===== src/hdl/sdc_pkg.sv =====
// Shared types, constants, latencies and binary32 helper functions for the spring constraint.
package sdc_pkg;

	typedef logic [31:0] fp32_t;
	typedef logic signed [10:0] fexp_t;

	localparam fp32_t QNAN_DEFAULT    = 32'hffc0_0000;
	localparam fp32_t QUIET_BIT       = 32'h0040_0000;
	localparam fp32_t MAGIC_RSQRT     = 32'h5f37_59df;
	localparam fp32_t FP_HALF         = 32'h3f00_0000;
	localparam fp32_t FP_THREE_HALVES = 32'h3fc0_0000;

	// unit latencies in cycles
	localparam int FADD_LAT   = 3;
	localparam int FMUL_LAT   = 3;
	localparam int FDIV_STEPS = 27;
	localparam int FDIV_LAT   = FDIV_STEPS + 2;

	// schedule: cycle at which each value sits in a unit's output register
	localparam int T_DXY  = FADD_LAT;
	localparam int T_SQ   = T_DXY + FMUL_LAT;
	localparam int T_SUM  = T_SQ + FADD_LAT;
	localparam int T_HALF = T_SUM + FMUL_LAT;
	localparam int T_T1   = T_HALF + FMUL_LAT;
	localparam int T_T2   = T_T1 + FMUL_LAT;
	localparam int T_T3   = T_T2 + FADD_LAT;
	localparam int T_INV  = T_T3 + FMUL_LAT;
	localparam int T_DIST = T_INV + FDIV_LAT;
	localparam int T_E1   = T_DIST + FADD_LAT;
	localparam int T_E2   = T_E1 + FMUL_LAT;
	localparam int T_ERR  = T_E2 + FMUL_LAT;
	localparam int T_OFS  = T_ERR + FMUL_LAT;
	localparam int T_OUT  = T_OFS + FADD_LAT;

	function automatic logic fp_is_nan(fp32_t x);
		return (x[30:23] == 8'hff) && (x[22:0] != 23'd0);
	endfunction

	function automatic logic fp_is_inf(fp32_t x);
		return (x[30:23] == 8'hff) && (x[22:0] == 23'd0);
	endfunction

	function automatic logic fp_is_zero(fp32_t x);
		return x[30:0] == 31'd0;
	endfunction

	function automatic fp32_t fp_quiet(fp32_t x);
		return x | QUIET_BIT;
	endfunction

	// significand with hidden bit
	function automatic logic [23:0] fp_mant(fp32_t x);
		return {x[30:23] != 8'd0, x[22:0]};
	endfunction

	// effective biased exponent, subnormals count as 1
	function automatic fexp_t fp_exp(fp32_t x);
		return (x[30:23] == 8'd0) ? fexp_t'(1) : fexp_t'({3'd0, x[30:23]});
	endfunction

	// leading zero count, 48 for an all-zero word
	function automatic logic [5:0] lzc48(logic [47:0] v);
		logic [5:0] n;
		n = 6'd48;
		for (int i = 0; i < 48; i++) begin
			if (v[i]) n = 6'(47 - i);
		end
		return n;
	endfunction

	// round to nearest even and pack; m[25] is the unit bit, m[1] guard, m[0] sticky
	function automatic fp32_t round_pack(logic s, fexp_t e, logic [25:0] m);
		fexp_t ee;
		fexp_t sh;
		logic [25:0] mm;
		logic [25:0] lost;
		logic [24:0] sig;
		logic inc;
		lost = 26'd0;
		sh = fexp_t'(0);
		if (e < fexp_t'(1)) begin
			// subnormal result: denormalize with sticky
			sh = fexp_t'(1) - e;
			if (sh > fexp_t'(25)) begin
				mm = {25'd0, |m};
			end else begin
				lost = m & ((26'd1 << sh[4:0]) - 26'd1);
				mm = (m >> sh[4:0]) | {25'd0, |lost};
			end
			ee = fexp_t'(1);
		end else begin
			mm = m;
			ee = e;
		end
		inc = mm[1] & (mm[0] | mm[2]);
		sig = {1'b0, mm[25:2]} + {24'd0, inc};
		if (sig[24]) begin
			sig = sig >> 1;
			ee = ee + fexp_t'(1);
		end
		if (ee > fexp_t'(254)) return {s, 8'hff, 23'd0};
		return {s, sig[23] ? ee[7:0] : 8'h00, sig[22:0]};
	endfunction

endpackage


===== src/hdl/sdc_fmul.sv =====
// Three-stage binary32 multiplier: product, normalize, round.
module sdc_fmul (
	input  logic          clk,
	input  sdc_pkg::fp32_t a,
	input  sdc_pkg::fp32_t b,
	output sdc_pkg::fp32_t y
);

	logic           sgn_c;
	logic           spc_c;
	sdc_pkg::fp32_t spcv_c;

	logic           sgn_s1, spc_s1;
	sdc_pkg::fp32_t spcv_s1;
	sdc_pkg::fexp_t e_s1;
	logic [47:0]    p_s1;

	logic           sgn_s2, spc_s2;
	sdc_pkg::fp32_t spcv_s2;
	sdc_pkg::fexp_t e_s2;
	logic [47:0]    p_s2;
	logic [5:0]     z_c;

	// special operands
	always_comb begin
		sgn_c  = a[31] ^ b[31];
		spc_c  = 1'b1;
		spcv_c = {sgn_c, 31'd0};
		if (sdc_pkg::fp_is_nan(a)) begin
			spcv_c = sdc_pkg::fp_quiet(a);
		end else if (sdc_pkg::fp_is_nan(b)) begin
			spcv_c = sdc_pkg::fp_quiet(b);
		end else if ((sdc_pkg::fp_is_inf(a) && sdc_pkg::fp_is_zero(b)) ||
		             (sdc_pkg::fp_is_zero(a) && sdc_pkg::fp_is_inf(b))) begin
			spcv_c = sdc_pkg::QNAN_DEFAULT;
		end else if (sdc_pkg::fp_is_inf(a) || sdc_pkg::fp_is_inf(b)) begin
			spcv_c = {sgn_c, 8'hff, 23'd0};
		end else if (sdc_pkg::fp_is_zero(a) || sdc_pkg::fp_is_zero(b)) begin
			spcv_c = {sgn_c, 31'd0};
		end else begin
			spc_c = 1'b0;
		end
	end

	// stage 1: significand product
	always_ff @(posedge clk) begin
		sgn_s1  <= sgn_c;
		spc_s1  <= spc_c;
		spcv_s1 <= spcv_c;
		e_s1    <= sdc_pkg::fp_exp(a) + sdc_pkg::fp_exp(b) - sdc_pkg::fexp_t'(126);
		p_s1    <= sdc_pkg::fp_mant(a) * sdc_pkg::fp_mant(b);
	end

	// stage 2: normalize
	assign z_c = sdc_pkg::lzc48(p_s1);

	always_ff @(posedge clk) begin
		sgn_s2  <= sgn_s1;
		spc_s2  <= spc_s1;
		spcv_s2 <= spcv_s1;
		p_s2    <= p_s1 << z_c;
		e_s2    <= e_s1 - sdc_pkg::fexp_t'({5'd0, z_c});
	end

	// stage 3: round
	always_ff @(posedge clk) begin
		y <= spc_s2 ? spcv_s2 :
			sdc_pkg::round_pack(sgn_s2, e_s2, {p_s2[47:23], |p_s2[22:0]});
	end

endmodule


===== config.mk =====
export PLATFORM = sky130hd
export DESIGN_NAME = sdc_fmul
export DESIGN_NICKNAME = d
export VERILOG_FILES = /design/src/hdl/sdc_pkg.sv /design/src/hdl/sdc_fmul.sv
export SDC_FILE = /design/constraint.sdc
export NUM_CORES = 2
export LEC_CHECK = 0
export ABC_AREA = 1
export CAP_MARGIN = 20
export CORE_UTILIZATION = 50
export CTS_CLUSTER_DIAMETER = 150
export DETAILED_ROUTE_END_ITERATION = 10
export DONT_BUFFER_PORTS = 1
export PLACE_DENSITY_LB_ADDON = 0.08
export SLEW_MARGIN = 20
export SYNTH_ARGS = -nofsm -noshare
export SYNTH_HDL_FRONTEND = slang
export SYNTH_SLANG_ARGS = --single-unit

===== constraint.sdc =====
create_clock -name clk -period 6.8 [get_ports clk]
set_input_delay 0.34 -clock clk [delete_from_list [all_inputs] [get_ports clk]]
set_output_delay 0.34 -clock clk [all_outputs]
set_load 0.01 [all_outputs]

=== Word level (Yosys, flattened, before mapping) ===
Index checks and enable logic that the tools add are counted.
W data, S select, Z words.

* Flip-flop bits (word level): 217
* Input port bits: 65
* Output and inout bits: 32
* Word-level logic and storage cells: 122

* Add/subtract/negate cells: 7
* Multipliers: 1
* Order comparisons: 3
* Eq/ne operators: 2
* Shifts and indexed selects: 3
* Multiplexer cells: 65
* Bitwise operators: 5
* Reductions and logical operators: 24

{| class="wikitable"
|+ Operator list
! operator !! count
|-
| $mux W6 || 47
|-
| $mux W32 || 6
|-
| $logic_not A31 Y1 || 2
|-
| $mux W26 || 2
|-
| $mul A24 B24 Y48 || 1
|-
| $reduce_or A48 Y1 || 1
|-
| $shl A48 B6 Y48 || 1
|-
| $logic_not A23 Y1 || 2
|-
| $reduce_bool A23 Y1 || 2
|-
| $mux W31 || 1
|-
| $and A26 B26 Y26 || 1
|-
| $or A26 B1 Y26 || 1
|-
| $reduce_or A26 Y1 || 1
|-
| $shl A1 B5 Y26 const A || 1
|-
| $shr A26 B5 Y26 || 1
|-
| $sub A26 B1 Y26 const B || 1
|-
| $add A24 B1 Y25 || 1
|-
| $mux W24 || 1
|-
| $mux W8 || 3
|-
| $reduce_or A23 Y1 || 1
|-
| $mux W11 || 2
|-
| $eq A8 B8 Y1 const B || 2
|-
| $logic_not A8 Y1 || 2
|-
| $reduce_bool A8 Y1 || 2
|-
| 17 further kinds || 25
|}

=== Logic depth before layout (Yosys ltp) ===
* Depth in word-level cells: 49
* Depth in mapped cells: 57
* Gate-level depth less buffers: 56

=== Least setup slack after synthesis ===
OpenSTA, ideal clock, no wires.

* Kind: input -> register
* Start point: in a[13]
* End point: reg p_s1[47]
* Library setup time: 0.072 ns
* Data arrival time: 7.364 ns
* Data required time: 6.728 ns
* Slack: -0.636 ns
* Cell stages on the path: 37
* Path buffers: 2
* Cell sequence: clkbuf_1 > clkbuf_1 > nand2_1 > fa_1 > inv_1 > fa_1 > fa_1 > inv_1 > fa_1 > fa_1 > inv_1 > fa_1 > fa_1 > ha_1 > nand2_1 > nor2_1 > nand2_1 > o211ai_1 > a21oi_1 > o21bai_1 > a41oi_1 > o21ai_1 > a21oi_1 > o21ai_1 > nand3_1 > nand2_1 > nand3_1 > nand2_1 > nand3_1 > nand2_1 > nand2_1 > nand2_1 > nand2_1 > nand2_1 > inv_1 > o31ai_1 > xor2_1

* Word-level cells in the longest chain between the ends: 1

{| class="wikitable"
|+ Ends and longest elaborated chain
! item !! RTL line !! source
|-
| from (decl) || sdc_fmul.sv:4 || <nowiki>input sdc_pkg::fp32_t a,</nowiki>
|-
| $mul A24 B24 Y48 || sdc_fmul.sv:51 || <nowiki>p_s1 <= sdc_pkg::fp_mant(a) * sdc_pkg::fp_mant(b);</nowiki>
|-
| to (signal assigned) || sdc_fmul.sv:51 ||
|-
| to (decl) || sdc_fmul.sv:16 || <nowiki>logic [47:0] p_s1;</nowiki>
|}

No other way between the ends.
A chain may end at the register's enable or synchronous reset.

=== Final worst setup path ===
* Start point: in a[30]
* End point: reg p_s1[47]

* Word-level cells in the longest chain between the ends: 2

{| class="wikitable"
|+ Ends and longest elaborated chain
! item !! RTL line !! source
|-
| $reduce_bool A8 Y1 || sdc_pkg.sv:53 || <nowiki>return {x[30:23] != 8'd0, x[22:0]};</nowiki>
|-
| $mul A24 B24 Y48 || sdc_fmul.sv:51 ||
|}

No other way between the ends.

==> flow_summary.yaml <==
timing:
  worst_slew_pin_slew_ns: 1.005
  setup_viol: 0
  final_hold_viol_count: 0
  finalSetupTns_ns: 0
  finalCritPeriodShare_pct: 95.95
  fin_crit_ns: 6.525
  clock_skew_ns: 0.02440
  slew_violations: 0
  timing.hold.ws_ns: 0.02292
  max_freq_mhz: 153.3
  finalWorstSetupSlack_ns: 0.2754
  maxSlewHeadroom_pct: 32.87
routing:
  drt_iter0_drc: 2160
  firstDrtPassIters: 6
  ant_nets: 0
  drt-total-wl_um: 96330
  routed_via_density: 5.355
  drc_errors: 0
  wl_per_cell_um: 18.99
  num_vias: 27160
final_layout:
  final_nets: 4967
  syn_to_final_growth_pct: 7.054
  n_fill_cell: 6148
  drive_above_1_share_pct: 6.116
  diodes: 0
synth:
  synth-edff-count: 0
  yosysWarnings: 0
  synthesis.nets: 5055
  yosys-top-cells-count: "nand2_1 (1069), inv_1 (931), fa_1 (484), nand3_1 (406), dfxtp_1 (217)"
  synth_top_family_by_area: "adder cells"
  synth.most_common_cell: "nand2_1"
  async_reset_ff_share_pct: 0
  ys_seq_elements: 217
  synth_mux_area_share_pct: 0.1272
  synth_ff_type: "dfxtp_1"
  synth_area_leaders: "fa_1 (31%), dfxtp_1 (14%), nand2_1 (13%), inv_1 (11%), ha_1 (8.0%)"
  synth-adder-area-share_pct: 38.75
  synth_xor_area_share_pct: 2.310
  synth.top_cell.area_share_pct: 30.79
  synth_compound_area_share_pct: 5.965
  synthCells: 4306
  ys_seq_area_share_pct: 13.81
  yosys.area.top_type: "fa_1"
  syn-cell-area_um2: 31470
  synth_area_per_cell_um2: 7.307
  ys_types: 63
  synth-simple-area-share_pct: 24.39
setup_path:
  slowest_delay_ns: 0.59
  timing.rr.end: "y[22]$_DFF_P_"
  ff2ff_path_depth: 34
  cp_max_fo: 3
  worstPathRequired_ns: 7.26
  crit_arrival_ns: 6.99
  cp_common_cell: "fa_1"
  end_kind: "register"
  critPathSlowestCell: "fa_2"
  critPathKind: "in2reg"
  start_kind: "primary input"
  rrSetupSlack_ns: 1.00
  worst_r2r_startpoint: "e_s2[1]$_DFF_P_"
grt:
  grt_pass1_vias: 27080
  grt_use_total_pct: 30.73
  grt_max_degree: 49
  grt_pass1_wl_um: 151400
  antenna_found_initial: 0
  grt_remaining_overflow: 0
status:
  outcome: "finished, final reports clean"
worst_hold_path:
  hold_start: "b[31]"
  worstHoldEndpoint: "spcv_s1[31]$_DFF_P_"
  hold_class: "in2reg"
  worstHoldPathCells: 2
floorplanning:
  die_area_um2: 63940
  die_h_um: 252.9
  rows: 91
  start_util_pct: 50.80
  ios: 97
  core_region_area_um2: 61940
  die_w_um: 252.9
placed_design:
  gp_congestion: 0.9499
  port_buffers: 0
  dp_slack_ns: -0.3432
  dp.final_hpwl_um: 73910
run:
  maxCapViolations: 0
clock_network:
  cts.sinks: 217
  root_buffer: "clkbuf_16"
  cts_tree: "built"
  cts_buffer_depth: 3
  clkLatencyLatePin_ns: 0.54
  clk_pin_slew_worst_paths_ns: 0.06
  ctsHtreeMaxLevel: 1
  cts_buffers: 24
[worst max-delay path, delay by kind of cell]
family          cells  cell delay (ns)
compound gates      6             0.89
xor+xnor            1             0.16
fa+ha+maj           8             3.74
buf+inv             3             0.17
simple gates       14             1.69
[metrics by stage]
stage	instances	utilization [%]	area, um^2
floorplan	4306	-	32150
global placement	4996	52.45	32490
detailed placement	4996	52.45	32490
CTS	5067	54.20	33570
global route	5072	54.38	33680
finish	5072	54.38	33680
[worst max-delay path by stage]
stage / start / end / slack, ns / cells past startpoint
6_report: a[30] / p_s1[47]$_DFF_P_ / 0.28 / 32
5_1_grt: a[13] / p_s1[47]$_DFF_P_ / -0.05 / 35
4_1_cts: a[30] / p_s1[47]$_DFF_P_ / 0.18 / 32
3_5_place_dp: a[30] / p_s1[47]$_DFF_P_ / -0.34 / 32
3_3_place_gp: a[30] / p_s1[47]$_DFF_P_ / -0.29 / 32
2_1_floorplan: b[2] / p_s1[47]$_DFF_P_ / -0.23 / 37
[cell families after synthesis]
| kind of cell | count (synthesis) |
|---|---|
| buf+inv | 1200 |
| mux | 4 |
| flops | 217 |
| xor+xnor | 83 |
| simple gates | 1799 |
| compound gates | 319 |
| fa+ha+maj | 684 |
[routing by layer]
| layer | global-route usage [%] | wire length [um] |
|---|---|---|
| met4 | 12.43 | 4355 |
| met1 | 38.89 | 38820 |
| met5 | 0 | 0 |
| met3 | 3.752 | 6082 |
| met2 | 53.12 | 47070 |
[cell usage in the layout, fill, tap and decap left out, drive strengths merged, types with 3 or more instances in the layout]
master	count
nand2	1077
inv	959
fa	484
nand3	408
dfxtp	217
ha	200
nor2	185
o21ai	142
buf	101
a21oi	90
xor2	61
nand4	40
nor4	34
nor3	32
clkbuf	31
dlygate4sd3	28
xnor2	22
o22ai	13
o211ai	11
a22oi	10
or3	9
a31oi	8
o31ai	7
clkinv	7
a211oi	6
nand3b	6
a221oi	5
o21bai	4
mux2i	4
o2111ai	4
and2	4
o311ai	3
[flip-flops by register name, indices dropped and copies added (netlist names), 10 cells and up]
signal	count
spcv_s2	32
y	32
p_s2	48
e_s2	11
e_s1	10
spcv_s1	32
p_s1	48
[cell type report]
| type | instances | area, um^2 | share of cell area, % |
|---|---|---|---|
| repair buffers | 129 | 1051 | 3.120 |
| clock buffers | 31 | 658.1 | 1.954 |
| inverters | 957 | 3597 | 10.68 |
| clock inverters | 12 | 143.9 | 0.4272 |
| flip-flops and latches | 217 | 4344 | 12.90 |
| multi-input cells | 2889 | 22840 | 67.81 |
| well taps | 837 | 1047 | 3.109 |
[what timing repair did]
item,4_1_cts,5_1_grt
resized for setup,0,20
hold buffers,28,0
endpoints found under the hold margin,19,0
buffers inserted,0,5
endpoints found under the setup margin,0,5
Power is left out: the tool's default activity adds up to more than one toggle a clock period on the data nets, which glitch-free logic cannot reach.
