===== src/hdl/sdc_pkg.sv =====
// Shared types, constants, latencies and binary32 helper functions for the spring constraint.
package sdc_pkg;

	typedef logic [31:0] fp32_t;
	typedef logic signed [10:0] fexp_t;

	localparam fp32_t QNAN_DEFAULT    = 32'hffc0_0000;
	localparam fp32_t QUIET_BIT       = 32'h0040_0000;
	localparam fp32_t MAGIC_RSQRT     = 32'h5f37_59df;
	localparam fp32_t FP_HALF         = 32'h3f00_0000;
	localparam fp32_t FP_THREE_HALVES = 32'h3fc0_0000;

	// unit latencies in cycles
	localparam int FADD_LAT   = 3;
	localparam int FMUL_LAT   = 3;
	localparam int FDIV_STEPS = 27;
	localparam int FDIV_LAT   = FDIV_STEPS + 2;

	// schedule: cycle at which each value sits in a unit's output register
	localparam int T_DXY  = FADD_LAT;
	localparam int T_SQ   = T_DXY + FMUL_LAT;
	localparam int T_SUM  = T_SQ + FADD_LAT;
	localparam int T_HALF = T_SUM + FMUL_LAT;
	localparam int T_T1   = T_HALF + FMUL_LAT;
	localparam int T_T2   = T_T1 + FMUL_LAT;
	localparam int T_T3   = T_T2 + FADD_LAT;
	localparam int T_INV  = T_T3 + FMUL_LAT;
	localparam int T_DIST = T_INV + FDIV_LAT;
	localparam int T_E1   = T_DIST + FADD_LAT;
	localparam int T_E2   = T_E1 + FMUL_LAT;
	localparam int T_ERR  = T_E2 + FMUL_LAT;
	localparam int T_OFS  = T_ERR + FMUL_LAT;
	localparam int T_OUT  = T_OFS + FADD_LAT;

	function automatic logic fp_is_nan(fp32_t x);
		return (x[30:23] == 8'hff) && (x[22:0] != 23'd0);
	endfunction

	function automatic logic fp_is_inf(fp32_t x);
		return (x[30:23] == 8'hff) && (x[22:0] == 23'd0);
	endfunction

	function automatic logic fp_is_zero(fp32_t x);
		return x[30:0] == 31'd0;
	endfunction

	function automatic fp32_t fp_quiet(fp32_t x);
		return x | QUIET_BIT;
	endfunction

	// significand with hidden bit
	function automatic logic [23:0] fp_mant(fp32_t x);
		return {x[30:23] != 8'd0, x[22:0]};
	endfunction

	// effective biased exponent, subnormals count as 1
	function automatic fexp_t fp_exp(fp32_t x);
		return (x[30:23] == 8'd0) ? fexp_t'(1) : fexp_t'({3'd0, x[30:23]});
	endfunction

	// leading zero count, 48 for an all-zero word
	function automatic logic [5:0] lzc48(logic [47:0] v);
		logic [5:0] n;
		n = 6'd48;
		for (int i = 0; i < 48; i++) begin
			if (v[i]) n = 6'(47 - i);
		end
		return n;
	endfunction

	// round to nearest even and pack; m[25] is the unit bit, m[1] guard, m[0] sticky
	function automatic fp32_t round_pack(logic s, fexp_t e, logic [25:0] m);
		fexp_t ee;
		fexp_t sh;
		logic [25:0] mm;
		logic [25:0] lost;
		logic [24:0] sig;
		logic inc;
		lost = 26'd0;
		sh = fexp_t'(0);
		if (e < fexp_t'(1)) begin
			// subnormal result: denormalize with sticky
			sh = fexp_t'(1) - e;
			if (sh > fexp_t'(25)) begin
				mm = {25'd0, |m};
			end else begin
				lost = m & ((26'd1 << sh[4:0]) - 26'd1);
				mm = (m >> sh[4:0]) | {25'd0, |lost};
			end
			ee = fexp_t'(1);
		end else begin
			mm = m;
			ee = e;
		end
		inc = mm[1] & (mm[0] | mm[2]);
		sig = {1'b0, mm[25:2]} + {24'd0, inc};
		if (sig[24]) begin
			sig = sig >> 1;
			ee = ee + fexp_t'(1);
		end
		if (ee > fexp_t'(254)) return {s, 8'hff, 23'd0};
		return {s, sig[23] ? ee[7:0] : 8'h00, sig[22:0]};
	endfunction

endpackage


===== src/hdl/sdc_frecip.sv =====
// Pipelined binary32 reciprocal: prenormalize, one restoring quotient bit per stage, round.
module sdc_frecip (
	input  logic          clk,
	input  sdc_pkg::fp32_t x,
	output sdc_pkg::fp32_t y
);

	localparam int STEPS = sdc_pkg::FDIV_STEPS;

	logic [23:0]    m_c;
	logic [5:0]     z_c;
	logic           spc_c;
	sdc_pkg::fp32_t spcv_c;

	logic [24:0]    rem_s  [STEPS+1];
	logic [26:0]    quo_s  [STEPS+1];
	logic [23:0]    dvs_s  [STEPS+1];
	sdc_pkg::fexp_t exp_s  [STEPS+1];
	logic           sgn_s  [STEPS+1];
	logic           spc_s  [STEPS+1];
	sdc_pkg::fp32_t spcv_s [STEPS+1];

	logic           ge_c [STEPS];
	logic [24:0]    nr_c [STEPS];

	logic [26:0]    q_c;
	logic           nz_c;
	logic [25:0]    mf_c;
	sdc_pkg::fexp_t ef_c;

	// prenormalize divisor; special operands
	always_comb begin
		m_c    = sdc_pkg::fp_mant(x);
		z_c    = sdc_pkg::lzc48({m_c, 24'd0});
		spc_c  = 1'b1;
		spcv_c = {x[31], 31'd0};
		if (sdc_pkg::fp_is_nan(x)) begin
			spcv_c = sdc_pkg::fp_quiet(x);
		end else if (sdc_pkg::fp_is_inf(x)) begin
			spcv_c = {x[31], 31'd0};
		end else if (sdc_pkg::fp_is_zero(x)) begin
			spcv_c = {x[31], 8'hff, 23'd0};
		end else begin
			spc_c = 1'b0;
		end
	end

	// one quotient bit per step
	always_comb begin
		for (int k = 0; k < STEPS; k++) begin
			ge_c[k] = rem_s[k] >= {1'b0, dvs_s[k]};
			nr_c[k] = ge_c[k] ? (rem_s[k] - {1'b0, dvs_s[k]}) : rem_s[k];
		end
	end

	always_ff @(posedge clk) begin
		rem_s[0]  <= 25'h080_0000;
		quo_s[0]  <= 27'd0;
		dvs_s[0]  <= m_c << z_c;
		exp_s[0]  <= sdc_pkg::fp_exp(x) - sdc_pkg::fexp_t'({5'd0, z_c});
		sgn_s[0]  <= x[31];
		spc_s[0]  <= spc_c;
		spcv_s[0] <= spcv_c;
		for (int k = 0; k < STEPS; k++) begin
			rem_s[k+1]  <= {nr_c[k][23:0], 1'b0};
			quo_s[k+1]  <= {quo_s[k][25:0], ge_c[k]};
			dvs_s[k+1]  <= dvs_s[k];
			exp_s[k+1]  <= exp_s[k];
			sgn_s[k+1]  <= sgn_s[k];
			spc_s[k+1]  <= spc_s[k];
			spcv_s[k+1] <= spcv_s[k];
		end
	end

	// quotient lies in (1/2, 1]
	always_comb begin
		q_c  = quo_s[STEPS];
		nz_c = |rem_s[STEPS];
		if (q_c[26]) begin
			mf_c = {q_c[26:2], q_c[1] | q_c[0] | nz_c};
			ef_c = sdc_pkg::fexp_t'(254) - exp_s[STEPS];
		end else begin
			mf_c = {q_c[25:1], q_c[0] | nz_c};
			ef_c = sdc_pkg::fexp_t'(253) - exp_s[STEPS];
		end
	end

	always_ff @(posedge clk) begin
		y <= spc_s[STEPS] ? spcv_s[STEPS] : sdc_pkg::round_pack(sgn_s[STEPS], ef_c, mf_c);
	end

endmodule


===== config.mk =====
export PLATFORM = sky130hd
export DESIGN_NAME = sdc_frecip
export DESIGN_NICKNAME = d
export VERILOG_FILES = /design/src/hdl/sdc_pkg.sv /design/src/hdl/sdc_frecip.sv
export SDC_FILE = /design/constraint.sdc
export NUM_CORES = 2
export LEC_CHECK = 0
export BUFFER_PORTS_ARGS = -buffer_cell sky130_fd_sc_hd__buf_2
export CORE_MARGIN = 5
export CORE_UTILIZATION = 40
export CTS_BUF_LIST = sky130_fd_sc_hd__clkbuf_16
export DETAILED_ROUTE_END_ITERATION = 8
export GPL_TIMING_DRIVEN = 1
export PLACE_DENSITY = 0.58
export SLEW_MARGIN = 20
export SYNTH_ARGS = -nofsm -noshare
export SYNTH_HDL_FRONTEND = slang
export SYNTH_SLANG_ARGS = --single-unit

===== constraint.sdc =====
create_clock -name clk -period 6.25 [get_ports clk]
set_input_delay 1.25 -clock clk [delete_from_list [all_inputs] [get_ports clk]]
set_output_delay 1.25 -clock clk [all_outputs]
set_load 0.01 [all_outputs]

Word-level counts from Yosys, hierarchy flattened

Memory sizes are Yosys's and may differ from the RTL's.
Index checks and enable logic that the tools add are counted.

Add/subtract/negate cells: 34
$lt $le $gt $ge: 30
Eq/ne operators: 1
Shift-type cells: 3
Mux-type cells: 70
Bitwise gates (word level): 7
Reduce and logical (&&, ||, !) cells: 10

Operators by type and width:

| operator              | number |
|---|---|
| $ge 25x24->1          | 27 |
| $mux 24               | 28 |
| $sub 24x24->24        | 27 |
| $mux 6                | 24 |
| $mux 32               | 3 |
| $mux 31               | 3 |
| $mux 26               | 3 |
| $reduce_or 26->1      | 2 |
| $mux 11               | 3 |
| $logic_not 31->1      | 1 |
| $and 26x26->26        | 1 |
| $or 26x1->26          | 1 |
| $shl 1x5->26 const A  | 1 |
| $shr 26x5->26         | 1 |
| $sub 26x1->26 const B | 1 |
| $add 24x1->25         | 1 |
| $reduce_or 25->1      | 1 |
| $shl 24x6->24         | 1 |
| $logic_not 23->1      | 1 |
| $reduce_bool 23->1    | 1 |
| $sub 9x11->11 const A | 2 |
| $mux 8                | 2 |
| $add 11x2->11 const B | 1 |
| $gt 11x6->1 const B   | 1 |
| other kinds (11)      | 18 |

Register bits: 32
Bits in writable memories: 3360
Input port bits: 33
Output and inout bits: 32
Logic and storage cells: 163
Memories kept: 7

Memory list:

| memory      | depth | bits a word | read ports | clocked after Yosys merged registers in | write ports | line             | RTL |
|---|---|---|---|---|---|---|---|
| spcv_s      | 28    | 32          | 28         | 0                                       | 28          | sdc_frecip.sv:21 | `sdc_pkg::fp32_t spcv_s [STEPS+1];` |
| quo_s       | 28    | 27          | 28         | 0                                       | 28          | sdc_frecip.sv:16 | `logic [26:0] quo_s [STEPS+1];` |
| dvs_s       | 28    | 24          | 27         | 0                                       | 28          | sdc_frecip.sv:17 | `logic [23:0] dvs_s [STEPS+1];` |
| rem_s       | 28    | 24          | 28         | 0                                       | 28          | sdc_frecip.sv:15 | `logic [24:0] rem_s [STEPS+1];` |
| exp_s       | 28    | 11          | 28         | 0                                       | 28          | sdc_frecip.sv:18 | `sdc_pkg::fexp_t exp_s [STEPS+1];` |
| sgn_s       | 28    | 1           | 28         | 0                                       | 28          | sdc_frecip.sv:19 | `logic sgn_s [STEPS+1];` |
| +1 memories | --    | --          | --         | --                                      | --          | --               |  |

Logic depth before layout (Yosys ltp)

Depth in word-level cells: 25
Depth in mapped cells: 27
Depth with buffers taken out: 20

Least setup slack after synthesis

No wires, ideal clock.

Path kind: reg-to-reg
From: mem exp_s[27][1] in the netlist's numbering
To: reg y[25]
Data arrival time: 5813 ps
Data required time: 6128 ps
Slack: 315 ps
Stages on the path, launching flop included: 27
Path buffers: 7
Clock period less this slack: 5935 ps
Path through: dfxtp_1 > ha_1 > and2_1 > nor2_2 > inv_2 > buf_4 > buf_2 > buf_2 > ha_1 > clkbuf_1 > inv_1 > clkbuf_1 > clkbuf_1 > mux4_2 > mux2i_1 > mux2i_1 > nor2_1 > a21o_1 > ha_1 > inv_1 > nor4_4 > nand3_4 > nor2_2 > mux2i_1 > o221ai_1 > buf_2 > o32a_1

RTL lines:

| element                | line             | RTL |
|---|---|---|
| start: declaration     | sdc_frecip.sv:18 |  |
| end signal: assignment | sdc_frecip.sv:89 | `y <= spc_s[STEPS] ? spcv_s[STEPS] : sdc_pkg::round_pack(sgn_s[STEPS], ef_c, mf_c);` |
| end: declaration       | sdc_frecip.sv:5  | `output sdc_pkg::fp32_t y` |

==> flow_summary.ini <==
[floorplanning]
die_area_um2 = 263000
start_util_pct = 40.2
fp-row-count = 184
dieWidth_um = 512
die_h_um = 512
core_area_um2 = 251000
top_level_ports = 65

[place]
dp_hpwl_um = 156000
port_buffers = 64
gp_congestion = 0.884
placedCellCount = 12842
place_ws_ns = 0.611
placed_cell_area_um2 = 105000

[timing]
setup_tns_ns = 0
min_period_over_period_pct = 89.6
rsz0062_at_grt = no
slew_headroom_pct = 25.8
setup_slack_ns = 0.653
tightest_slew_ns = 1.11
setup_viol = 0
hold_viol = 0
holdWs_ns = 0.272
fmax_mhz = 179
final-max-slew-violation-count = 0
skew_ns = 0.0637
fin_crit_ns = 5.60

[critical_path]
cp.arrival_ns = 6.37
critical_path_depth = 21
crit_path_max_incr_delay_ns = 0.50
crit_path_end_kind = register
crit_path_end = y[14]$_DFF_P_
r2r_end = y[14]$_DFF_P_
cp.required_ns = 7.02
r2r_slack_ns = 0.65
crit_start = exp_s[27][1]$_DFF_P_
path_cells = ha_1, xnor2_1, a21o_1, inv_1, ha_1, xnor3_1, buf_4, mux2i_1, mux2i_1, nor2_1, a21o_1, ha_1, inv_1, nor4_4, nand3_4, nor2_2, buf_4, mux2i_1, o221ai_1, buf_4, o41ai_1
timing.rr.start = exp_s[27][1]$_DFF_P_
r2r_cells = 21
critPathMaxFanout = 27
cp_num_buf_inv = 5
cp_slowest_cell = dfxtp_1
cpLargestDelayFamily = simple AND/OR/NAND/NOR gates
worst_setup_path_start_kind = register
path_class = reg2reg

[finish]
mostFrequentLayoutCells = dfxtp_1, inv_1, nand2_1
area_growth_pct = 13.9
final_common_cell = dfxtp_1
postLayoutCoreUtil_pct = 45.8
fill_cells = 23201
drive_above_1_share_pct = 9.03
nets = 10496
final_cells = 13373
design_area_um2 = 115000

[global_routing]
busiest_layer = met2
antenna_found_initial = 3
met1_usage_pct = 19.9
grt_max_degree = 47
grt_use_met3_pct = 2.52
use_met2_pct = 26.1
track_usage_pct = 15.5
grt_first_pass_wirelength_um = 336000
overflow = 0
first_global_vias = 64897

[clocking]
htreeDepth = 5
cts_tree = done
cts_resized = 0
cts_buffers = 306
cts-root-buf = clkbuf_16
cts_setup_buffers = 0
cts_buffer_depth = 4
ctsHoldBuffers = 0
clock-sinks = 2882
clock_latency_ns = 0.91
cts.clk_slew.worst_paths_ns = 0.06

[detailed_routing]
wl_per_cell_um = 15.6
first_iter_violations = 4056
routed_via_density = 4.84
drtAntennaViolNets = 0
dr.pass1.iters = 6
routed_wl_um = 209000
vias = 64786
drcViolationCount = 0

[synth]
synth_area_um2 = 101000
synth_top_area_cell = dfxtp_1
synth_nets = 10226
seq_area_frac_synth_pct = 57.1
synth_top_cell_area_share_pct = 57.1
synth.area.top_cells = dfxtp_1, ha_1, inv_1
synth_edf_count = 0
ys_seq_elements = 2882
postSynthCellCount = 9532
synthFlopType = dfxtp_1
ys_types = 96
synth_async_sr_flop_share_pct = 0
synth_area_per_cell_um2 = 10.6
synth_warnings = 0

[power_and_ir_drop]
p_leak_nw = 51.3
ir_worst_vdd_mv = 0.321
powerDensity_nw_per_um2 = 541
power_mw = 62.2

[worst_hold_path]
hold_depth = 0
hold_class = reg2reg

[job]
maxCapViolCount = 0

[run_status]
outcome = completed
-- worst min path at each step --
stage,start,end,slack [ns]
4_1_cts,spcv_s[2][29]$_DFF_P_,spcv_s[3][29]$_DFF_P_,0.27
6_report,spcv_s[2][29]$_DFF_P_,spcv_s[3][29]$_DFF_P_,0.27
3_3_place_gp,spcv_s[10][22]$_DFF_P_,spcv_s[11][22]$_DFF_P_,0.31
3_5_place_dp,exp_s[9][2]$_DFF_P_,exp_s[10][2]$_DFF_P_,0.31
2_1_floorplan,exp_s[9][0]$_DFF_P_,exp_s[10][0]$_DFF_P_,0.31
5_1_grt,spcv_s[5][26]$_DFF_P_,spcv_s[6][26]$_DFF_P_,0.27
-- layout make-up --
type / instances / area, um2 / area share [%]
clock inverters: 217 / 1820 / 1.58
inverters: 880 / 3300 / 2.87
multi-input cells: 5597 / 39400 / 34.2
flip-flops and latches: 2882 / 57700 / 50.2
diodes: 3 / 7.51 / 0.00653
repair buffers: 135 / 853 / 0.742
clock buffers: 311 / 7780 / 6.76
well taps: 3348 / 4190 / 3.64
-- flip-flops by register name (all words and copies together) (netlist names) --
| register | flops |
|---|---|
| spcv_s | 891 |
| y | 32 |
| sgn_s | 5 |
| rem_s | 648 |
| quo_s | 378 |
| spc_s | 28 |
| exp_s | 252 |
| dvs_s | 648 |
-- synth_stat cells, types with 53 or more instances --
cell type,count
o31ai_1,93
nor4_1,53
mux2_2,203
nor2b_1,111
clkbuf_1,140
nand2b_1,84
inv_1,876
nand2_1,655
dfxtp_1,2882
nor3_1,169
mux2i_1,92
and3_1,73
ha_1,635
o21ai_0,530
xor2_1,211
nand3_1,129
nor2_1,550
a31oi_1,69
a21oi_1,551
a21o_1,222
xnor2_1,278
nand4_1,113
and2_1,57
-- power by group --
part	switching, mW	total, mW	internal (mW)
combinational	12.1	21.3	9.25
sequential	1.77	23.8	22.1
clock	6.78	17.1	10.3
-- cells by family (layout without fill, tap and decap cells) --
| kind of cell | after synthesis | after routing | share of synthesized area [%] |
|---|---|---|---|
| other | 1 | 4 | 0.00371 |
| AO/OA/AOI/OAI | 1940 | 1940 | 12.0 |
| XOR/XNOR | 492 | 492 | 4.30 |
| multiplexers | 326 | 326 | 3.86 |
| adder cells (fa/ha/maj) | 661 | 661 | 8.38 |
| buffers and inverters | 1053 | 1543 | 3.95 |
| AND/OR/NAND/NOR | 2177 | 2177 | 10.3 |
| flip-flops | 2882 | 2882 | 57.1 |
-- worst reg2reg max path, cell delays in order, from the launching register on --
cell	delay (ns)
dfxtp_1	0.50
ha_1	0.27
xnor2_1	0.13
a21o_1	0.28
inv_1	0.17
ha_1	0.28
xnor3_1	0.39
buf_4	0.37
mux2i_1	0.29
mux2i_1	0.18
nor2_1	0.23
a21o_1	0.15
ha_1	0.14
inv_1	0.09
nor4_4	0.38
nand3_4	0.28
nor2_2	0.17
buf_4	0.17
mux2i_1	0.25
o221ai_1	0.13
buf_4	0.23
o41ai_1	0.40
-- layer usage --
layer	part of all wire (%)	wire, um	vias to the layer above
li1	-	-	33123
met3	4.0	8360	473
met5	0	0	-
met4	3.7	7670	0
met2	46	96400	1258
met1	46	96300	29932
No activity file was read; power rests on OpenSTA's default activity.
