<file path="src/hdl/sdc_pkg.sv">
// Shared types, constants, latencies and binary32 helper functions for the spring constraint.
package sdc_pkg;

	typedef logic [31:0] fp32_t;
	typedef logic signed [10:0] fexp_t;

	localparam fp32_t QNAN_DEFAULT    = 32'hffc0_0000;
	localparam fp32_t QUIET_BIT       = 32'h0040_0000;
	localparam fp32_t MAGIC_RSQRT     = 32'h5f37_59df;
	localparam fp32_t FP_HALF         = 32'h3f00_0000;
	localparam fp32_t FP_THREE_HALVES = 32'h3fc0_0000;

	// unit latencies in cycles
	localparam int FADD_LAT   = 3;
	localparam int FMUL_LAT   = 3;
	localparam int FDIV_STEPS = 27;
	localparam int FDIV_LAT   = FDIV_STEPS + 2;

	// schedule: cycle at which each value sits in a unit's output register
	localparam int T_DXY  = FADD_LAT;
	localparam int T_SQ   = T_DXY + FMUL_LAT;
	localparam int T_SUM  = T_SQ + FADD_LAT;
	localparam int T_HALF = T_SUM + FMUL_LAT;
	localparam int T_T1   = T_HALF + FMUL_LAT;
	localparam int T_T2   = T_T1 + FMUL_LAT;
	localparam int T_T3   = T_T2 + FADD_LAT;
	localparam int T_INV  = T_T3 + FMUL_LAT;
	localparam int T_DIST = T_INV + FDIV_LAT;
	localparam int T_E1   = T_DIST + FADD_LAT;
	localparam int T_E2   = T_E1 + FMUL_LAT;
	localparam int T_ERR  = T_E2 + FMUL_LAT;
	localparam int T_OFS  = T_ERR + FMUL_LAT;
	localparam int T_OUT  = T_OFS + FADD_LAT;

	function automatic logic fp_is_nan(fp32_t x);
		return (x[30:23] == 8'hff) && (x[22:0] != 23'd0);
	endfunction

	function automatic logic fp_is_inf(fp32_t x);
		return (x[30:23] == 8'hff) && (x[22:0] == 23'd0);
	endfunction

	function automatic logic fp_is_zero(fp32_t x);
		return x[30:0] == 31'd0;
	endfunction

	function automatic fp32_t fp_quiet(fp32_t x);
		return x | QUIET_BIT;
	endfunction

	// significand with hidden bit
	function automatic logic [23:0] fp_mant(fp32_t x);
		return {x[30:23] != 8'd0, x[22:0]};
	endfunction

	// effective biased exponent, subnormals count as 1
	function automatic fexp_t fp_exp(fp32_t x);
		return (x[30:23] == 8'd0) ? fexp_t'(1) : fexp_t'({3'd0, x[30:23]});
	endfunction

	// leading zero count, 48 for an all-zero word
	function automatic logic [5:0] lzc48(logic [47:0] v);
		logic [5:0] n;
		n = 6'd48;
		for (int i = 0; i < 48; i++) begin
			if (v[i]) n = 6'(47 - i);
		end
		return n;
	endfunction

	// round to nearest even and pack; m[25] is the unit bit, m[1] guard, m[0] sticky
	function automatic fp32_t round_pack(logic s, fexp_t e, logic [25:0] m);
		fexp_t ee;
		fexp_t sh;
		logic [25:0] mm;
		logic [25:0] lost;
		logic [24:0] sig;
		logic inc;
		lost = 26'd0;
		sh = fexp_t'(0);
		if (e < fexp_t'(1)) begin
			// subnormal result: denormalize with sticky
			sh = fexp_t'(1) - e;
			if (sh > fexp_t'(25)) begin
				mm = {25'd0, |m};
			end else begin
				lost = m & ((26'd1 << sh[4:0]) - 26'd1);
				mm = (m >> sh[4:0]) | {25'd0, |lost};
			end
			ee = fexp_t'(1);
		end else begin
			mm = m;
			ee = e;
		end
		inc = mm[1] & (mm[0] | mm[2]);
		sig = {1'b0, mm[25:2]} + {24'd0, inc};
		if (sig[24]) begin
			sig = sig >> 1;
			ee = ee + fexp_t'(1);
		end
		if (ee > fexp_t'(254)) return {s, 8'hff, 23'd0};
		return {s, sig[23] ? ee[7:0] : 8'h00, sig[22:0]};
	endfunction

endpackage

</file>
<file path="src/hdl/sdc_fadd.sv">
// Three-stage binary32 adder/subtractor: align, add, normalize and round.
module sdc_fadd (
	input  logic          clk,
	input  sdc_pkg::fp32_t a,
	input  sdc_pkg::fp32_t b,
	input  logic          sub,
	output sdc_pkg::fp32_t y
);

	sdc_pkg::fp32_t bb_c, big_c, lit_c, spcv_c;
	logic           swap_c, spc_c;
	sdc_pkg::fexp_t d_c;
	logic [26:0]    xsf_c, xs_c, lost_c;

	logic           spc_s1, sgn_s1, effsub_s1, zsgn_s1;
	sdc_pkg::fp32_t spcv_s1;
	sdc_pkg::fexp_t e_s1;
	logic [26:0]    xl_s1, xs_s1;

	logic [27:0]    r_c;
	logic [5:0]     z_c;
	sdc_pkg::fexp_t lim_c;

	logic           spc_s2, sgn_s2, zsgn_s2;
	sdc_pkg::fp32_t spcv_s2;
	sdc_pkg::fexp_t e_s2, shl_s2;
	logic [27:0]    r_s2;

	logic [26:0]    rs_c;
	logic [25:0]    m_c;
	sdc_pkg::fexp_t e3_c;
	logic           s3_c;

	// operand swap, alignment shift with sticky, special operands
	always_comb begin
		bb_c   = {b[31] ^ sub, b[30:0]};
		swap_c = bb_c[30:0] > a[30:0];
		big_c  = swap_c ? bb_c : a;
		lit_c  = swap_c ? a : bb_c;
		d_c    = sdc_pkg::fp_exp(big_c) - sdc_pkg::fp_exp(lit_c);
		xsf_c  = {sdc_pkg::fp_mant(lit_c), 3'd0};
		lost_c = 27'd0;
		if (d_c > sdc_pkg::fexp_t'(26)) begin
			xs_c = {26'd0, |xsf_c};
		end else begin
			lost_c = xsf_c & ((27'd1 << d_c[4:0]) - 27'd1);
			xs_c   = (xsf_c >> d_c[4:0]) | {26'd0, |lost_c};
		end
		spc_c  = 1'b1;
		spcv_c = a;
		if (sdc_pkg::fp_is_nan(a)) begin
			spcv_c = sdc_pkg::fp_quiet(a);
		end else if (sdc_pkg::fp_is_nan(b)) begin
			spcv_c = sdc_pkg::fp_quiet(b);
		end else if (sdc_pkg::fp_is_inf(a) && sdc_pkg::fp_is_inf(bb_c) &&
		             (a[31] != bb_c[31])) begin
			spcv_c = sdc_pkg::QNAN_DEFAULT;
		end else if (sdc_pkg::fp_is_inf(a)) begin
			spcv_c = a;
		end else if (sdc_pkg::fp_is_inf(bb_c)) begin
			spcv_c = bb_c;
		end else begin
			spc_c = 1'b0;
		end
	end

	// stage 1
	always_ff @(posedge clk) begin
		spc_s1    <= spc_c;
		spcv_s1   <= spcv_c;
		sgn_s1    <= big_c[31];
		effsub_s1 <= a[31] ^ bb_c[31];
		zsgn_s1   <= a[31] & bb_c[31];
		e_s1      <= sdc_pkg::fp_exp(big_c);
		xl_s1     <= {sdc_pkg::fp_mant(big_c), 3'd0};
		xs_s1     <= xs_c;
	end

	// stage 2: magnitude add, leading zero count limited by the exponent
	always_comb begin
		r_c   = effsub_s1 ? ({1'b0, xl_s1} - {1'b0, xs_s1}) : ({1'b0, xl_s1} + {1'b0, xs_s1});
		z_c   = sdc_pkg::lzc48({r_c[26:0], 21'd0});
		lim_c = e_s1 - sdc_pkg::fexp_t'(1);
	end

	always_ff @(posedge clk) begin
		spc_s2  <= spc_s1;
		spcv_s2 <= spcv_s1;
		sgn_s2  <= sgn_s1;
		zsgn_s2 <= zsgn_s1;
		e_s2    <= e_s1;
		r_s2    <= r_c;
		shl_s2  <= (sdc_pkg::fexp_t'({5'd0, z_c}) > lim_c) ? lim_c :
			sdc_pkg::fexp_t'({5'd0, z_c});
	end

	// stage 3: normalize and round; exact zero takes the sign rule of RNE
	always_comb begin
		rs_c = r_s2[26:0] << shl_s2[5:0];
		if (r_s2[27]) begin
			m_c  = {r_s2[27:3], |r_s2[2:0]};
			e3_c = e_s2 + sdc_pkg::fexp_t'(1);
		end else begin
			m_c  = {rs_c[26:2], |rs_c[1:0]};
			e3_c = e_s2 - shl_s2;
		end
		s3_c = (r_s2 == 28'd0) ? zsgn_s2 : sgn_s2;
	end

	always_ff @(posedge clk) begin
		y <= spc_s2 ? spcv_s2 : sdc_pkg::round_pack(s3_c, e3_c, m_c);
	end

endmodule

</file>
<file path="config.mk">
export PLATFORM = sky130hd
export DESIGN_NAME = sdc_fadd
export DESIGN_NICKNAME = d
export VERILOG_FILES = /design/src/hdl/sdc_pkg.sv /design/src/hdl/sdc_fadd.sv
export SDC_FILE = /design/constraint.sdc
export NUM_CORES = 1
export LEC_CHECK = 0
export BUFFER_PORTS_ARGS = -buffer_cell sky130_fd_sc_hd__buf_2
export CAP_MARGIN = 20
export CORE_AREA = 2 2 199 201
export CTS_CLUSTER_SIZE = 40
export DETAILED_ROUTE_END_ITERATION = 7
export DIE_AREA = 0 0 201 203
export SLEW_MARGIN = 20
export SYNTH_ARGS = -nofsm -noshare
export SYNTH_HDL_FRONTEND = slang
export SYNTH_SLANG_ARGS = --single-unit
</file>
<file path="constraint.sdc">
create_clock -name clk -period 9.5 [get_ports clk]
set_clock_uncertainty 0.05 [all_clocks]
set_input_delay 0.475 -clock clk [delete_from_list [all_inputs] [get_ports clk]]
set_output_delay 0.475 -clock clk [all_outputs]
set_load 0.01 [all_outputs]
</file>
After elaboration in Yosys (flattened, before gate mapping)

Cells that the tools add are included.

Logic and storage cells: 129
Output and inout bits: 32
Bits in registers: 207
Bits of input ports: 66

Mux-type cells: 53
Bitwise logic cells: 9
Add/subtract/negate cells: 11
Equal/unequal tests: 3
Reduce and logical (&&, ||, !) cells: 23
Order comparisons: 6
Shift operators: 5

Operators by type and width:

| operator                                           | count |
|---|---|
| 2-to-1 mux 32 bit                                  | 9 |
| 2-to-1 mux 6 bit                                   | 28 |
| 2-to-1 mux 26 bit                                  | 3 |
| OR reduction 26 bit                                | 2 |
| zero test 23 bit                                   | 2 |
| nonzero test 23 bit                                | 2 |
| 2-to-1 mux 11 bit                                  | 3 |
| > comparator 31 bit                                | 1 |
| 2-to-1 mux 31 bit                                  | 1 |
| adder 27 x 27 -> 28 bit                            | 1 |
| zero test 28 bit                                   | 1 |
| 2-to-1 mux 28 bit                                  | 1 |
| subtractor 27 x 27 -> 28 bit                       | 1 |
| AND 27 bit                                         | 1 |
| bitwise OR 27 x 1 -> 27 bit                        | 1 |
| OR reduction 27 bit                                | 1 |
| left shift 1 x 5 -> 27 bit, first input constant   | 1 |
| left shift 27 x 6 -> 27 bit                        | 1 |
| >> shifter 27 x 5 -> 27 bit                        | 1 |
| subtractor 27 x 1 -> 27 bit, second input constant | 1 |
| AND 26 bit                                         | 1 |
| bitwise OR 26 x 1 -> 26 bit                        | 1 |
| left shift 1 x 5 -> 26 bit, first input constant   | 1 |
| >> shifter 26 x 5 -> 26 bit                        | 1 |
| other kinds (27)                                   | 44 |

Logic depth before layout (Yosys ltp)

Depth after elaboration: 31
Mapped depth: 38
Mapped depth without buffers: 33

Least setup slack after synthesis

Ideal clock, no wire load.

Path type: input to register
From: input a[1]
To: register xs_s1[5]
Library setup time: 0.083 ns
Required time: 9.367 ns
Data arrival time: 6.676 ns
Stages on the path: 32
Setup slack: 2.692 ns
Buffers on the path: 7
Cells stage by stage: inv_1 -> ha_1 -> nor2b_1 -> o21a_1 -> o21a_1 -> o21a_1 -> o21a_1 -> o21a_1 -> o21a_1 -> o21ai_0 -> a21oi_1 -> clkbuf_1 -> clkbuf_1 -> clkbuf_1 -> buf_1 -> buf_1 -> buf_1 -> mux2i_1 -> ha_1 -> nor2b_1 -> o21ai_0 -> nand2b_1 -> a21o_1 -> a21o_1 -> and2_1 -> o21a_1 -> o22a_1 -> clkbuf_1 -> or2_2 -> nor2_1 -> nand3_1 -> o221ai_1

Cells in the longest elaborated chain, start to end: 7
Elaborated cells between the ends (all ways): 12
Those cells by class: add/sub (1); order compare (2); shift (1); mux (4); bitwise (1); reduce/logical (3)

Ends and longest elaborated chain:

| element                                                       | RTL line                       | source |
|---|---|---|
| start: declaration                                            | sdc_fadd.sv:4                  | `input sdc_pkg::fp32_t a,` |
| > comparator 31 bit                                           | sdc_fadd.sv:37                 | `swap_c = bb_c[30:0] > a[30:0];` |
| 2-to-1 mux 32 bit / 2-to-1 mux 31 bit (equally long branches) | sdc_fadd.sv:38, sdc_fadd.sv:39 |  |
| zero test 8 bit                                               | sdc_pkg.sv:58                  | `return (x[30:23] == 8'd0) ? fexp_t'(1) : fexp_t'({3'd0, x[30:23]});` |
| 2-to-1 mux 8 bit (on tied branches)                           | n/a                            |  |
| subtractor 8 x 8 -> 9 bit                                     | sdc_fadd.sv:40                 | `d_c = sdc_pkg::fp_exp(big_c) - sdc_pkg::fp_exp(lit_c);` |
| >> shifter 27 x 5 -> 27 bit                                   | sdc_fadd.sv:47                 | `xs_c = (xsf_c >> d_c[4:0]) \| {26'd0, \|lost_c};` |
| bitwise OR 27 x 1 -> 27 bit                                   | sdc_fadd.sv:47                 |  |
| end signal: assignment                                        | sdc_fadd.sv:76                 | `xs_s1 <= xs_c;` |
| end: declaration                                              | sdc_fadd.sv:18                 | `logic [26:0] xl_s1, xs_s1;` |

Several ways; a longest one is shown, not always the timed one.
A chain may end at the register's enable or synchronous reset.

Worst setup path in the final report

From: register shl_s2[2]
To: register y[26]

Cells in the longest elaborated chain, start to end: 18
Elaborated cells between the ends (all ways): 29
Those cells by class: add/sub (5); order compare (3); shift (3); mux (11); bitwise (4); reduce/logical (3)

Ends and longest elaborated chain:

| element                      | RTL line        | source |
|---|---|---|
| start: declaration           | sdc_fadd.sv:26  | `sdc_pkg::fexp_t e_s2, shl_s2;` |
| start signal: assignment     | sdc_fadd.sv:93  | `shl_s2 <= (sdc_pkg::fexp_t'({5'd0, z_c}) > lim_c) ? lim_c :` |
| subtractor 9 x 9 -> 10 bit   | sdc_fadd.sv:105 | `e3_c = e_s2 - shl_s2;` |
| 2-to-1 mux 11 bit            | sdc_fadd.sv:100 | `if (r_s2[27]) begin` |
| subtractor 2 x 11 -> 11 bit  | sdc_pkg.sv:83   | `sh = fexp_t'(1) - e;` |
| left shift 1 x 5 -> 26 bit   | sdc_pkg.sv:87   | `lost = m & ((26'd1 << sh[4:0]) - 26'd1);` |
| subtractor 26 x 1 -> 26 bit  | sdc_pkg.sv:87   |  |
| AND 26 bit                   | sdc_pkg.sv:87   |  |
| OR reduction 26 bit          | sdc_pkg.sv:88   | `mm = (m >> sh[4:0]) \| {25'd0, \|lost};` |
| bitwise OR 26 x 1 -> 26 bit  | sdc_pkg.sv:88   |  |
| [2 not listed]               | n/a             |  |
| bitwise OR 1 bit             | sdc_pkg.sv:95   | `inc = mm[1] & (mm[0] \| mm[2]);` |
| AND 1 bit                    | sdc_pkg.sv:95   |  |
| adder 24 x 1 -> 25 bit       | sdc_pkg.sv:96   | `sig = {1'b0, mm[25:2]} + {24'd0, inc};` |
| 2-to-1 mux 11 bit            | sdc_pkg.sv:97   | `if (sig[24]) begin` |
| > comparator 11 x 9 -> 1 bit | sdc_pkg.sv:101  | `if (ee > fexp_t'(254)) return {s, 8'hff, 23'd0};` |
| 2-to-1 mux 1 bit             | sdc_pkg.sv:101  |  |
| 2-to-1 mux 32 bit (*)        | sdc_pkg.sv:102  | `return {s, sig[23] ? ee[7:0] : 8'h00, sig[22:0]};` |
| 2-to-1 mux 32 bit (*)        | sdc_fadd.sv:111 | `y <= spc_s2 ? spcv_s2 : sdc_pkg::round_pack(s3_c, e3_c, m_c);` |
| end signal: assignment       | sdc_fadd.sv:111 |  |
| end: declaration             | sdc_fadd.sv:7   | `output sdc_pkg::fp32_t y` |

Mark *: on every way between the ends. The rest lies on a longest branch, timed or not.

==> summary.txt <==
run status - complete, no violations
CP endpoint kind - flip-flop
fmax - 0.120 GHz
post-synth top area cell - dfxtp_1
Crit Path Category - reg2reg
Final nets - 2,543
drt first pass iters - 6
RSZ-0062 raised after global routing - no
hold_buf cts - 0
setup violators final - 0
hold path depth - 2
Fin. Hold Viols - 0
layout cell share with drive strength beyond 1 - 13.7%
row cnt - 72
worst-skew pair later-pin latency - 0.53 ns
relative slew slack - 15.2%
most frequent cell after synthesis - nand2_1
Seq cells post-synth - 207
Slew Limit Fails - 0
Clock Tree Root - clkbuf_16
GRT Util Overall - 35.4%
synth unique cells - 117
Die Wd - 201 um
number of synthesized flops with an enable pin - 0
mean post-synth cell area - 7.86 um2
hold slack final - 0.197 ns
largest net degree at the start of global routing - 89
Post-Synthesis Cells - 2,338
Seq/Total Area, Yosys - 22.6%
CTS tree - yes
class of the worst hold path - in2reg
fraction of registers with async set/reset - 0%
Layout area overhead - 8.97%
drc violations - 0
CP arrival - 8.70 ns
first-pass GRT wire length - 112,000 um
Synth top area share - 22.6%
cell depth of the worst flop-to-flop path - 25
Routability Congestion - 1.02
I/O Pins - 98
via count - 18,928
top_reg_cell synth - dfxtp_1
Clock transition at path regs - 0.06 ns
vias in the first global route - 18,120
max-cap check violation count - 0
Starting Density - 47.8%
Vias/cell - 6.53
Routed Antenna Nets - 0
I/O Buffers - 97
HPWL Detailed - 58,000 um
Yosys Warn Count - 0
fin crit period - 8.36 ns
Cell Area, Placed - 19,200 um2
leakage dissipation - 8.08 nW
post-cts gate resize count - 0
critical path required time - 9.84 ns
Synth Net Count - 2,519
core area - 38,500 um2
Post-Layout Inst Area - 20,000 um2
total CTS buffers - 24
Design Power - 0.00841 W
Routed WL per cell - 25.5 um
Tcrit/Tclk final - 88.0%
Max Buffers Root-to-Sink - 3
H-tree lvl count - 1
worst-margin pin slew - 1.26 ns
total negative setup slack - 0 ns
top cells by area, synth - dfxtp_1 (23%), ha_1 (7.6%), mux2i_1 (5.9%)
power per cell area - 420 nW/um2
Syn Std Cell Area - 18,400 um2
CP startpoint kind - flip-flop
Die Ht - 203 um
Post-CTS Setup Inserts - 0
antenna violations before repair - 2
worst-path fanout max - 25
DR iter-0 viols - 2,232
peak supply drop - 0.358 mV
final WL - 73,800 um
die area - 40,800 um2
Clock Sink Count - 207
most instantiated cells after synthesis - nand2_1 (248), dfxtp_1 (207), nor2_1 (182)
grt ovf - 0
-- routing by layer --
metal / up-vias / part of all wire, % / track usage, %
met5: - / 0 / 0
met4: 0 / 5.1 / 16.2
met3: 205 / 8.3 / 4.98
met2: 1012 / 47 / 59.6
met1: 8946 / 40 / 44.9
li1: 8765 / - / -
-- registers in the layout (all words and copies together) (netlist names) --
signal	flops
xl_s1	24
xs_s1	27
spcv_s1	32
e_s2	8
r_s2	28
spc_s2	1
shl_s2	9
e_s1	8
y	32
spc_s1	1
sgn_s1	1
zsgn_s1	1
effsub_s1	1
zsgn_s2	1
sgn_s2	1
spcv_s2	32
-- cells by family after synthesis --
logic type | Yosys count | share of synthesized area, %
mux | 184 | 12.1
simple gates | 806 | 21.7
compound gates | 697 | 26.4
fa+ha+maj | 115 | 7.95
flops | 207 | 22.6
buf+inv | 255 | 5.77
xor+xnor | 74 | 3.53
-- through the flow --
step	util [%]	worst slack [ns]	std cells
floorplan	-	2.69	2338
global placement	49.9	1.60	2854
detailed placement	49.9	1.28	2854
CTS	52.0	1.26	2897
global route	52.1	0.397	2898
finish	52.1	1.14	2898
-- path summary, 6_finish.rpt --
check / from / to / slack (ns)
worst max-delay path: shl_s2[2] / y[26] / 1.14
worst min-delay path: a[31] / zsgn_s1 / 0.20
worst min register to register: spcv_s1[9] / spcv_s2[9] / 0.28
worst max register to register: shl_s2[2] / y[26] / 1.14
-- area by class of cell --
cell class / count / area [um2]
clock inverters: 14 / 148
clock buffers: 29 / 661
repair buffers: 128 / 718
inverters: 125 / 469
fillers: 3783 / 18400
diodes: 1 / 2.50
well taps: 518 / 648
multi-input cells: 1876 / 13200
flip-flops and latches: 207 / 4150
-- worst max-delay path: stages (launching register included) --
cell and delay (ns):
dfxtp_1 0.83, clkinv_1 0.53, ha_1 0.54, xor2_1 0.22, nor2_1 0.06, a21oi_1 0.58
ha_1 0.44, nand2_1 0.09, mux2i_1 0.35, or2_1 0.19, and2_1 0.20, and3_1 0.17
ha_1 0.17, inv_1 0.10, a41o_2 0.44, nor2_1 0.50, a31oi_1 0.35, nor2_1 0.24
ha_1 0.17, inv_1 0.08, nor3_4 0.34, and2_1 0.47, and3_1 0.42, nand3_1 0.15
xnor2_1 0.17, a221o_1 0.32
-- cell usage in the layout (no fill, tap or decap), drive strengths merged, types with 28 or more instances in the layout --
cell,n
nand2,250
a21oi,134
a31oi,47
mux2i,108
buf,128
a22oi,29
nor3,76
nand2b,28
nand3,58
mux2,51
nor4,37
dfxtp,207
clkbuf,29
inv,124
o21a,31
o21ai,157
nand4,36
nor2,184
ha,112
xnor2,49
-- power breakdown --
group          total, W  switching [W]  internal (W)
Sequential      0.00134       0.000250       0.00109
Combinational   0.00614        0.00408       0.00207
Clock          0.000928       0.000374      0.000554
No activity file was read; power rests on OpenSTA's default activity.
